`src/sv/bqd_pkg.sv`:
```
// Shared constants, types and codes for the biquad filter.
`timescale 1ns / 1ps
`default_nettype none

package bqd_pkg;

	// Word and arithmetic widths
	localparam int SAMPLE_BITS    = 24;
	localparam int COEF_FRAC_BITS = 22;
	localparam int COEF_BITS      = 24;
	localparam int DELAY_BITS     = 32;
	localparam int PROD_BITS      = COEF_BITS + DELAY_BITS;
	localparam int XSCL_BITS      = SAMPLE_BITS + COEF_FRAC_BITS;
	localparam int ACC_BITS       = ((PROD_BITS > XSCL_BITS) ? PROD_BITS : XSCL_BITS) + 2;

	// Configuration port
	localparam int CFG_REGS     = 5;
	localparam int CFG_IDX_BITS = 3;

	localparam logic [CFG_IDX_BITS-1:0] CFG_B0 = CFG_IDX_BITS'(0);
	localparam logic [CFG_IDX_BITS-1:0] CFG_B1 = CFG_IDX_BITS'(1);
	localparam logic [CFG_IDX_BITS-1:0] CFG_B2 = CFG_IDX_BITS'(2);
	localparam logic [CFG_IDX_BITS-1:0] CFG_A1 = CFG_IDX_BITS'(3);
	localparam logic [CFG_IDX_BITS-1:0] CFG_A2 = CFG_IDX_BITS'(4);

	// Reset coefficients: unity gain on b0, everything else zero
	localparam logic signed [COEF_BITS-1:0] COEF_ONE  = COEF_BITS'(1) <<< COEF_FRAC_BITS;
	localparam logic signed [COEF_BITS-1:0] COEF_ZERO = '0;

	typedef struct packed {
		logic signed [COEF_BITS-1:0] b0;
		logic signed [COEF_BITS-1:0] b1;
		logic signed [COEF_BITS-1:0] b2;
		logic signed [COEF_BITS-1:0] a1;
		logic signed [COEF_BITS-1:0] a2;
	} coef_t;

	typedef enum logic [3:0] {
		ST_IDLE,
		ST_A2,
		ST_WSUM,
		ST_WSAT,
		ST_B0,
		ST_B2,
		ST_YSUM,
		ST_OUT
	} state_t;

	typedef enum logic [2:0] {
		MUL_A1,
		MUL_A2,
		MUL_B0,
		MUL_B1,
		MUL_B2
	} mul_sel_t;

	typedef enum logic [2:0] {
		ACC_HOLD,
		ACC_LOAD_X,
		ACC_SUB,
		ACC_ADD,
		ACC_LOAD_P
	} acc_op_t;

	typedef struct packed {
		logic     load;
		logic     mul_en;
		mul_sel_t mul_sel;
		acc_op_t  acc_op;
		logic     w_load;
		logic     finish;
	} cmd_t;

	typedef struct packed {
		logic out_free;
	} status_t;

endpackage

`default_nettype wire

```
`src/sv/bqd_coef.sv`:
```
// Coefficient register bank written through the configuration port.
`timescale 1ns / 1ps
`default_nettype none

module bqd_coef
	import bqd_pkg::*;
(
	input  wire logic                    clk,
	input  wire logic                    arst_n,
	input  wire logic                    cfg_wr_en,
	input  wire logic [CFG_IDX_BITS-1:0] cfg_addr,
	input  wire logic [COEF_BITS-1:0]    cfg_data,
	output coef_t                        coef
);

	coef_t coef_q;

	always_ff @(posedge clk or negedge arst_n) begin
		if (!arst_n) begin
			coef_q.b0 <= COEF_ONE;
			coef_q.b1 <= COEF_ZERO;
			coef_q.b2 <= COEF_ZERO;
			coef_q.a1 <= COEF_ZERO;
			coef_q.a2 <= COEF_ZERO;
		end else if (cfg_wr_en) begin
			// Drop writes to unknown indexes
			case (cfg_addr)
				CFG_B0:  coef_q.b0 <= cfg_data;
				CFG_B1:  coef_q.b1 <= cfg_data;
				CFG_B2:  coef_q.b2 <= cfg_data;
				CFG_A1:  coef_q.a1 <= cfg_data;
				CFG_A2:  coef_q.a2 <= cfg_data;
				default: ;
			endcase
		end
	end

	assign coef = coef_q;

endmodule

`default_nettype wire

```
`src/sv/bqd_dp.sv`:
```
// Datapath: shared multiplier, accumulator, rounder and delay registers.
`timescale 1ns / 1ps
`default_nettype none

module bqd_dp
	import bqd_pkg::*;
(
	input  wire logic                          clk,
	input  wire logic                          arst_n,
	input  wire coef_t                         coef,
	input  wire cmd_t                          cmd,
	output status_t                            status,
	input  wire logic signed [SAMPLE_BITS-1:0] sample_in,
	input  wire logic                          clear_state,
	output logic signed [SAMPLE_BITS-1:0]      sample_out,
	output logic                               out_valid,
	input  wire logic                          out_ready
);

	localparam logic signed [ACC_BITS-1:0] ACC_HALF =
		{{(ACC_BITS-1){1'b0}}, 1'b1} << (COEF_FRAC_BITS - 1);
	localparam logic signed [DELAY_BITS-1:0] DLY_MAX = {1'b0, {(DELAY_BITS-1){1'b1}}};
	localparam logic signed [DELAY_BITS-1:0] DLY_MIN = {1'b1, {(DELAY_BITS-1){1'b0}}};
	localparam logic signed [SAMPLE_BITS-1:0] SMP_MAX = {1'b0, {(SAMPLE_BITS-1){1'b1}}};
	localparam logic signed [SAMPLE_BITS-1:0] SMP_MIN = {1'b1, {(SAMPLE_BITS-1){1'b0}}};

	logic signed [DELAY_BITS-1:0]  d1_q, d2_q, w_q;
	logic signed [PROD_BITS-1:0]   prod_q, prod_d;
	logic signed [ACC_BITS-1:0]    acc_q;
	logic signed [ACC_BITS-1:0]    rnd_sum, rnd_shift;
	logic signed [COEF_BITS-1:0]   mul_coef;
	logic signed [DELAY_BITS-1:0]  mul_dly;
	logic signed [DELAY_BITS-1:0]  w_next;
	logic signed [SAMPLE_BITS-1:0] y_next;
	logic signed [SAMPLE_BITS-1:0] sample_out_q;
	logic                          out_valid_q;

	// Operand select; on the accept cycle the clear flag masks d1
	always_comb begin
		mul_coef = coef.a1;
		mul_dly  = d1_q;
		case (cmd.mul_sel)
			MUL_A1: begin
				mul_coef = coef.a1;
				mul_dly  = (cmd.load && clear_state) ? '0 : d1_q;
			end
			MUL_A2: begin
				mul_coef = coef.a2;
				mul_dly  = d2_q;
			end
			MUL_B0: begin
				mul_coef = coef.b0;
				mul_dly  = w_q;
			end
			MUL_B1: begin
				mul_coef = coef.b1;
				mul_dly  = d1_q;
			end
			MUL_B2: begin
				mul_coef = coef.b2;
				mul_dly  = d2_q;
			end
			default: begin
				mul_coef = coef.a1;
				mul_dly  = d1_q;
			end
		endcase
	end

	assign prod_d = PROD_BITS'(mul_coef) * PROD_BITS'(mul_dly);

	always_ff @(posedge clk) begin
		if (cmd.mul_en) begin
			prod_q <= prod_d;
		end
	end

	always_ff @(posedge clk) begin
		case (cmd.acc_op)
			ACC_LOAD_X: acc_q <= ACC_BITS'(sample_in) <<< COEF_FRAC_BITS;
			ACC_SUB:    acc_q <= acc_q - ACC_BITS'(prod_q);
			ACC_ADD:    acc_q <= acc_q + ACC_BITS'(prod_q);
			ACC_LOAD_P: acc_q <= ACC_BITS'(prod_q);
			default:    acc_q <= acc_q;
		endcase
	end

	// Round half up, then saturate; shared by w and y
	assign rnd_sum   = acc_q + ACC_HALF;
	assign rnd_shift = rnd_sum >>> COEF_FRAC_BITS;

	always_comb begin
		if (rnd_shift > ACC_BITS'(DLY_MAX)) begin
			w_next = DLY_MAX;
		end else if (rnd_shift < ACC_BITS'(DLY_MIN)) begin
			w_next = DLY_MIN;
		end else begin
			w_next = rnd_shift[DELAY_BITS-1:0];
		end
	end

	always_comb begin
		if (rnd_shift > ACC_BITS'(SMP_MAX)) begin
			y_next = SMP_MAX;
		end else if (rnd_shift < ACC_BITS'(SMP_MIN)) begin
			y_next = SMP_MIN;
		end else begin
			y_next = rnd_shift[SAMPLE_BITS-1:0];
		end
	end

	always_ff @(posedge clk) begin
		if (cmd.w_load) begin
			w_q <= w_next;
		end
	end

	always_ff @(posedge clk or negedge arst_n) begin
		if (!arst_n) begin
			d1_q <= '0;
			d2_q <= '0;
		end else if (cmd.load && clear_state) begin
			d1_q <= '0;
			d2_q <= '0;
		end else if (cmd.finish) begin
			d2_q <= d1_q;
			d1_q <= w_q;
		end
	end

	always_ff @(posedge clk) begin
		if (cmd.finish) begin
			sample_out_q <= y_next;
		end
	end

	always_ff @(posedge clk or negedge arst_n) begin
		if (!arst_n) begin
			out_valid_q <= 1'b0;
		end else if (cmd.finish) begin
			out_valid_q <= 1'b1;
		end else if (out_ready) begin
			out_valid_q <= 1'b0;
		end
	end

	assign status.out_free = !out_valid_q || out_ready;
	assign sample_out      = sample_out_q;
	assign out_valid       = out_valid_q;

endmodule

`default_nettype wire

```
`src/sv/bqd_ctrl.sv`:
```
// Controller state machine sequencing the five products of one sample.
`timescale 1ns / 1ps
`default_nettype none

module bqd_ctrl
	import bqd_pkg::*;
(
	input  wire logic    clk,
	input  wire logic    arst_n,
	input  wire logic    in_valid,
	output logic         in_ready,
	input  wire status_t status,
	output cmd_t         cmd
);

	state_t state_q, state_d;

	always_ff @(posedge clk or negedge arst_n) begin
		if (!arst_n) begin
			state_q <= ST_IDLE;
		end else begin
			state_q <= state_d;
		end
	end

	always_comb begin
		state_d = state_q;
		case (state_q)
			ST_IDLE: begin
				if (in_valid) state_d = ST_A2;
			end
			ST_A2:   state_d = ST_WSUM;
			ST_WSUM: state_d = ST_WSAT;
			ST_WSAT: state_d = ST_B0;
			ST_B0:   state_d = ST_B2;
			ST_B2:   state_d = ST_YSUM;
			ST_YSUM: state_d = ST_OUT;
			ST_OUT: begin
				if (status.out_free) state_d = ST_IDLE;
			end
			default: state_d = ST_IDLE;
		endcase
	end

	always_comb begin
		cmd         = '0;
		cmd.mul_sel = MUL_A1;
		cmd.acc_op  = ACC_HOLD;
		in_ready    = 1'b0;
		case (state_q)
			ST_IDLE: begin
				in_ready    = 1'b1;
				cmd.load    = in_valid;
				cmd.mul_en  = in_valid;
				cmd.mul_sel = MUL_A1;
				cmd.acc_op  = in_valid ? ACC_LOAD_X : ACC_HOLD;
			end
			ST_A2: begin
				cmd.mul_en  = 1'b1;
				cmd.mul_sel = MUL_A2;
				cmd.acc_op  = ACC_SUB;
			end
			ST_WSUM: begin
				cmd.acc_op = ACC_SUB;
			end
			ST_WSAT: begin
				cmd.w_load  = 1'b1;
				cmd.mul_en  = 1'b1;
				cmd.mul_sel = MUL_B1;
			end
			ST_B0: begin
				cmd.mul_en  = 1'b1;
				cmd.mul_sel = MUL_B0;
				cmd.acc_op  = ACC_LOAD_P;
			end
			ST_B2: begin
				cmd.mul_en  = 1'b1;
				cmd.mul_sel = MUL_B2;
				cmd.acc_op  = ACC_ADD;
			end
			ST_YSUM: begin
				cmd.acc_op = ACC_ADD;
			end
			ST_OUT: begin
				cmd.finish = status.out_free;
			end
			default: ;
		endcase
	end

endmodule

`default_nettype wire

```
`src/sv/biquad_iir_filter.sv`:
```
// Top level of the direct form II biquad section.
// sample_out is registered on leaving ST_OUT, after states ST_A2 to ST_YSUM.
// A word is taken only in ST_IDLE, once the last is through; the single shared 24x32
// multiplier takes five products per sample plus the rounding steps for w and y.
// A result held at the output stalls the section only once the next result is ready.
// Reset (arst_n low): delays zero, b0 = 1.0, other coefficients zero (pass-through).
`timescale 1ns / 1ps
`default_nettype none

module biquad_iir_filter
	import bqd_pkg::*;
(
	input  wire logic                          clk,
	input  wire logic                          arst_n,
	// Input word
	input  wire logic                          in_valid,
	output logic                               in_ready,
	input  wire logic signed [SAMPLE_BITS-1:0] sample_in,
	input  wire logic                          clear_state,
	// Output word
	output logic                               out_valid,
	input  wire logic                          out_ready,
	output logic signed [SAMPLE_BITS-1:0]      sample_out,
	// Coefficient writes
	input  wire logic                          cfg_wr_en,
	input  wire logic [CFG_IDX_BITS-1:0]       cfg_addr,
	input  wire logic [COEF_BITS-1:0]          cfg_data
);

	coef_t   coef;
	cmd_t    cmd;
	status_t status;

	// Hold the five coefficients; write them only while the section is idle
	bqd_coef u_coef (
		.clk       (clk),
		.arst_n    (arst_n),
		.cfg_wr_en (cfg_wr_en),
		.cfg_addr  (cfg_addr),
		.cfg_data  (cfg_data),
		.coef      (coef)
	);

	// Sequence: accept and start a1*d1, then a2*d2, form and saturate w,
	// then b1*d1, b0*w and b2*d2, round y and advance the delay line
	bqd_ctrl u_ctrl (
		.clk      (clk),
		.arst_n   (arst_n),
		.in_valid (in_valid),
		.in_ready (in_ready),
		.status   (status),
		.cmd      (cmd)
	);

	// Shared multiplier, accumulator, rounder, delay and output registers
	bqd_dp u_dp (
		.clk         (clk),
		.arst_n      (arst_n),
		.coef        (coef),
		.cmd         (cmd),
		.status      (status),
		.sample_in   (sample_in),
		.clear_state (clear_state),
		.sample_out  (sample_out),
		.out_valid   (out_valid),
		.out_ready   (out_ready)
	);

endmodule

`default_nettype wire

```
`config.mk`:
```
export PLATFORM = sky130hd
export DESIGN_NAME = biquad_iir_filter
export DESIGN_NICKNAME = d
export VERILOG_FILES = /design/src/sv/bqd_pkg.sv /design/src/sv/bqd_coef.sv /design/src/sv/bqd_dp.sv /design/src/sv/bqd_ctrl.sv /design/src/sv/biquad_iir_filter.sv
export SDC_FILE = /design/constraint.sdc
export NUM_CORES = 2
export LEC_CHECK = 0
export ABC_AREA = 1
export BUFFER_PORTS_ARGS = -buffer_cell sky130_fd_sc_hd__clkbuf_2
export CORE_MARGIN = 2
export CORE_UTILIZATION = 30
export DETAILED_ROUTE_END_ITERATION = 16
export PLACE_DENSITY = 0.56
export SYNTH_ARGS = -nofsm -noshare
export SYNTH_HDL_FRONTEND = slang
export SYNTH_SLANG_ARGS = --single-unit
```
`constraint.sdc`:
```
create_clock -name clk -period 12.3 [get_ports clk]
set_clock_uncertainty 0.2 [all_clocks]
set_input_delay 1.23 -clock clk [delete_from_list [all_inputs] [get_ports clk]]
set_output_delay 1.23 -clock clk [all_outputs]
set_load 0.03 [all_outputs]
```
# Word level (Yosys, flattened, before mapping)
# Index checks and enable logic that the tools add are counted.
word_totals:
  inputBits: 57
  output_inout_bits: 26
  wordCells: 82
  regBits: 359
classes:
  n_mux: 22
  n_mul: 1
  n_addsub: 3
  n_reduce_logical: 18
  magnitude_cmp: 4
  n_eq_ne: 21
ops:
  columns: ["op", "count"]
  rows:
  - ["58-bit case mux with 4 select lines", 1]
  - ["32-bit two-way mux", 6]
  - ["24-bit case mux with 4 select lines", 1]
  - ["32-bit case mux with 3 select lines", 1]
  - ["58-bit by 23-bit adder with 58-bit output (second input constant)", 1]
  - ["58-bit by 56-bit adder with 58-bit output", 1]
  - ["58-bit by 56-bit subtractor with 58-bit output", 1]
  - ["24-bit by 32-bit multiplier with 56-bit output", 1]
  - ["36-bit by 24-bit greater-than comparator with 1-bit output (second input constant)", 1]
  - ["36-bit by 32-bit greater-than comparator with 1-bit output (second input constant)", 1]
  - ["36-bit by 24-bit < comparator with 1-bit output (second input constant)", 1]
  - ["36-bit by 32-bit < comparator with 1-bit output (second input constant)", 1]
  - ["4-bit case mux with 8 select lines", 1]
  - ["24-bit two-way mux", 1]
  - ["4-bit case mux with 5 select lines", 1]
  - ["3-bit by 2-bit equality test with 1-bit output (second input constant)", 6]
  - ["4-bit by 3-bit equality test with 1-bit output (second input constant)", 4]
  - ["3-bit case mux with 4 select lines", 1]
  - ["2-bit AND reduction", 6]
  - ["3-bit by 1-bit equality test with 1-bit output (second input constant)", 3]
  - ["3-bit equality test (second input constant)", 3]
  - ["4-bit by 2-bit equality test with 1-bit output (second input constant)", 2]
  - ["4-bit two-way mux", 2]
  - ["1-bit two-way mux", 7]
  - ["11 further kinds", 15]

# Logic depth before layout (Yosys ltp)
depth:
  depth_word: 6
  depth_mapped: 41
  ltp_nobuf: 39

# Cells and area by module
# A second synthesis with hierarchy kept.
unflattened:
  hier_cells: 6398
  hier_area_um2: 50267.0
by_module_without_submodules:
  columns: ["mod", "area_per_inst_um2", "instances", "cells_per_inst"]
  rows:
  - ["bqd_dp", 45297.2, 1, 5834]
  - ["bqd_coef", 4748.3, 1, 530]
  - ["bqd_ctrl", 221.5, 1, 34]

# Worst setup path after synthesis
# No wires, ideal clock.
synth_path:
  path_type: "register to register"
  from: "register u_ctrl.state_q[1]"
  to: "register u_dp.prod_q[51], data pin"
  n_path_buf: 2
  setup_ns: 0.261
  stages_incl_launch_ff: 29
  path_slack_ns: 3.549
  t_arrival_ns: 8.290
  cell_sequence: "dfrtp_1 ha_1 inv_1 nor2_1 clkbuf_1 a21oi_1 nand4_1 o21ai_1 buf_2 nor2_1 fa_1 fa_1 inv_1 fa_1 inv_1 fa_1 inv_1 fa_1 inv_1 fa_1 fa_1 ha_1 nand2_1 nor2_1 inv_1 nor4_1 nand3_1 nand3_1 xor2_1"
synth_via:
  elab_chain_cells: 6
synth_lines:
  columns: ["element", "line", "source"]
  rows:
  - ["from (decl)", "bqd_ctrl.sv:16", "state_t state_q, state_d;"]
  - ["from (signal assigned)", "bqd_ctrl.sv:22", "state_q <= state_d;"]
  - ["4-bit by 3-bit equality test with 1-bit output (tied with other cells)", "bqd_ctrl.sv:50", "case (state_q)"]
  - ["4-bit case mux with 5 select lines / 1-bit two-way mux (equally long branches)", "bqd_ctrl.sv:50", null]
  - ["3-bit by 1-bit equality test with 1-bit output (tied with other cells)", "bqd_dp.sv:42", "case (cmd.mul_sel)"]
  - ["2-bit OR reduction (no line) / 32-bit two-way mux (equally long branches)", null, null]
  - ["32-bit case mux with 3 select lines", "bqd_dp.sv:42", null]
  - ["24-bit by 32-bit multiplier with 56-bit output (*)", "bqd_dp.sv:70", "assign prod_d = PROD_BITS'(mul_coef) * PROD_BITS'(mul_dly);"]
  - ["net u_dp.prod_d[51]", "bqd_dp.sv:28", "logic signed [PROD_BITS-1:0] prod_q, prod_d;"]
  - ["to (signal assigned)", "bqd_dp.sv:74", "prod_q <= prod_d;"]
  - ["to (decl)", "bqd_dp.sv:28", null]
# The timed path passes the listed nets; every way through them passes the cells marked *.
# A chain may end at the register's enable or synchronous reset.

# Final worst setup path
layout_path:
  from: "register u_ctrl.state_q[1]"
  to: "register u_dp.prod_q[42], data pin"
# The elaborated chain is that of the path after synthesis.

==> flow_summary.toml <==
[setup_path]
crit_path_top_delay_cell = "a31oi_2"
reg2regPathDepth = 33
r2r-end = "u_dp.prod_q[42]$_DFFE_PP_"
critPathKind = "flop to flop"
end_kind = "flop"
cp.required_ns = 12.47
r2r_setup_slack_ns = 1.77
start_kind = "flop"
cp_top_family = "adder cells"
cp_max_fo = 38
critPathBufInv = 9
critPathMaxStageDelay_ns = 0.80
cp_data_arrival_time_ns = 10.70
r2r-start = "u_ctrl.state_q[1]$_DFFE_PN0P_"

[clock_tree]
ctsHtreeMaxLevel = 2
cts_num_sinks = 358
cts_buffer_depth = 3
cts_buffers = 44
hold_buffers = 0
clk_pin_slew_worst_paths_ns = 0.06
cts_setup_buffers = 0
clk_latency_ns = 0.66
cts_tree = "built"
clock-root-buffer = "clkbuf_16"
post_cts_resized = 0

[min_path]
min_to = "u_coef.coef[16]$_DFFE_PN0P_"
min-delay-start = "u_coef.coef[16]$_DFFE_PN0P_"
min_path_type = "flop to flop"
hold_depth = 2

[yosys]
ys_top_cells_by_count = "1524 x nand2_1, 1220 x inv_1, 784 x fa_1"
synthArstFlopShare = 0.525
ys.flop_type = "dfrtp_1"
yosysMostFrequentCell = "nand2_1"
ys_seq_area_frac = 0.194
synth_area_leaders = "fa_1 31%, nand2_1 11%, edfxtp_1 10%"
synth_nets = 7469
ys_ff_latch = 358
syn_avg_cell_area_um2 = 7.88
synthCells = 6414
synth_top_area_frac = 0.310
synth_largest_area_cell = "fa_1"
synthDistinctLibCells = 50
synth_enable_flop_cells = 170
ys_warn_count = 0
netlist_area_mm2 = 0.0506

[cells_and_area]
finalInstanceArea_mm2 = 0.0546
area_delta_synth_final_pct = 7.95
drive_above_1_share = 0.0559
fin_nets = 7427

[floorplan]
die_area_mm2 = 0.172
fp.dieW_um = 415
core_area_mm2 = 0.167
die_y_um = 415
ios = 83
start_util = 0.302
rows = 150

[global_routing]
antenna_found_initial = 0
grt_pass1_vias = 44200
grt_pass1_wl_um = 277000
grt_start_max_net_pins = 90
gr-total-overflow = 0
groute.usage.overall = 0.212

[run_status]
outcome = "completed"

[detailed_routing]
drt-wirelength-per-cell_um = 21.2
drt_drc_violations_left = 0
post_drt_via_cell_ratio = 5.02
wl_um = 183000
initialDrtViolationCount = 3900
drt_first_pass_iters = 6
antenna_left = 0
vias = 43200

[placement]
port-buffer-count = 82
placed_area_mm2 = 0.0530
hpwl_um = 148000
gp_congestion = 1.02

[timing]
slew-limit-headroom = 0.226
max_freq_ghz = 0.0950
fin_crit_ns = 10.53
setup_viol = 0
worst_slew_pin_slew_ns = 1.16
drv_slew = 0
rsz0062_at_grt = "false"
hold_viol_final = 0
fin_tns_setup_ns = 0
period_share = 0.856

[job]
max_cap_violations = 0
==> worst max path at each step <==
| stage | from | to | cells after the start |
|---|---|---|---|
| floorplan | u_ctrl.state_q[1]$_DFFE_PN0P_ | u_dp.prod_q[51]$_DFFE_PP_ | 28 |
| global placement | in_valid | u_dp.prod_q[49]$_DFFE_PP_ | 33 |
| detailed placement | in_valid | u_dp.prod_q[49]$_DFFE_PP_ | 33 |
| CTS | u_ctrl.state_q[1]$_DFFE_PN0P_ | u_dp.prod_q[49]$_DFFE_PP_ | 32 |
| global route | u_ctrl.state_q[1]$_DFFE_PN0P_ | u_dp.prod_q[49]$_DFFE_PP_ | 32 |
| finish | u_ctrl.state_q[1]$_DFFE_PN0P_ | u_dp.prod_q[42]$_DFFE_PP_ | 33 |
==> worst min-delay path, delay by kind of cell, from the launching register on <==
| kind | cells | cell delay, ns |
|---|---|---|
| simple gates | 1 | 0.05 |
| compound gates | 1 | 0.06 |
| flops | 1 | 0.34 |
==> registers in the layout, indices dropped and copies added, names as in the netlist <==
register and cells:
u_dp.d1_q 32, u_dp.acc_q 58, u_dp.d2_q 32, u_dp.out_valid 1, u_ctrl.state_q 3, u_dp.sample_out 24, u_dp.w_q 32, u_coef.coef 120
u_dp.prod_q 56
==> metal layers <==
layer  vias up  GRT usage  routed length, µm
met4         0     0.0869               8340
met5         -          0                  0
met2      1811      0.333              82200
li1      19400          -                  -
met3       404     0.0475              15900
met1     21600      0.282              76500
==> kinds of logic after synthesis <==
logic type	share of synthesized area
xor gates and xnor gates	0.0234
AOI/OAI and AO/OA	0.0784
and+or+nand+nor	0.222
adders and majority gates	0.363
DFF	0.194
buffers and inverters	0.119
==> through the flow <==
step	hold slack (ns)	utilization	std cells	worst slack [ns]
after detailed placement	0.273	0.317	8530	1.84
after floorplan	0.251	-	6414	3.55
after CTS	0.287	0.326	8611	1.88
after global routing	0.308	0.326	8611	1.36
final	0.282	0.326	8612	1.77
after global placement	0.265	0.317	8530	1.82
==> cells in the final DEF (no fill, tap or decap), types with 9 or more instances in the layout <==
master,synthesis,final
a21oi_1,201,201
o211ai_1,9,9
nor2_2,9,11
edfxtp_1,170,170
o21bai_1,35,35
inv_1,1220,1220
a31oi_4,25,25
nand3b_1,9,9
o21ai_2,10,17
o21ai_0,308,306
ha_1,214,214
nand2_1,1524,1524
xor2_1,108,108
nand3_1,332,328
xnor2_1,27,27
nor3_1,34,34
a21o_1,11,11
nand2_2,22,21
dfrtp_1,187,187
nor2_1,778,774
buf_4,32,58
clkbuf_16,0,46
fa_1,784,784
inv_2,45,45
clkbuf_2,1,81
nand4_1,57,57
==> final cells by class <==
class                      instances  area [µm²]
clock inverter                    30         384
clock buffer                      51        1190
fill                           17800      113000
tap                             2204        2760
inverter                        1265        4750
multi-input combinational       4562       34800
timing repair buffer             141         875
antenna                            1        2.50
sequential                       358        9810
Power is not shown: default switching activity piles up to over one toggle a cycle in this logic, so the estimate is an artifact.
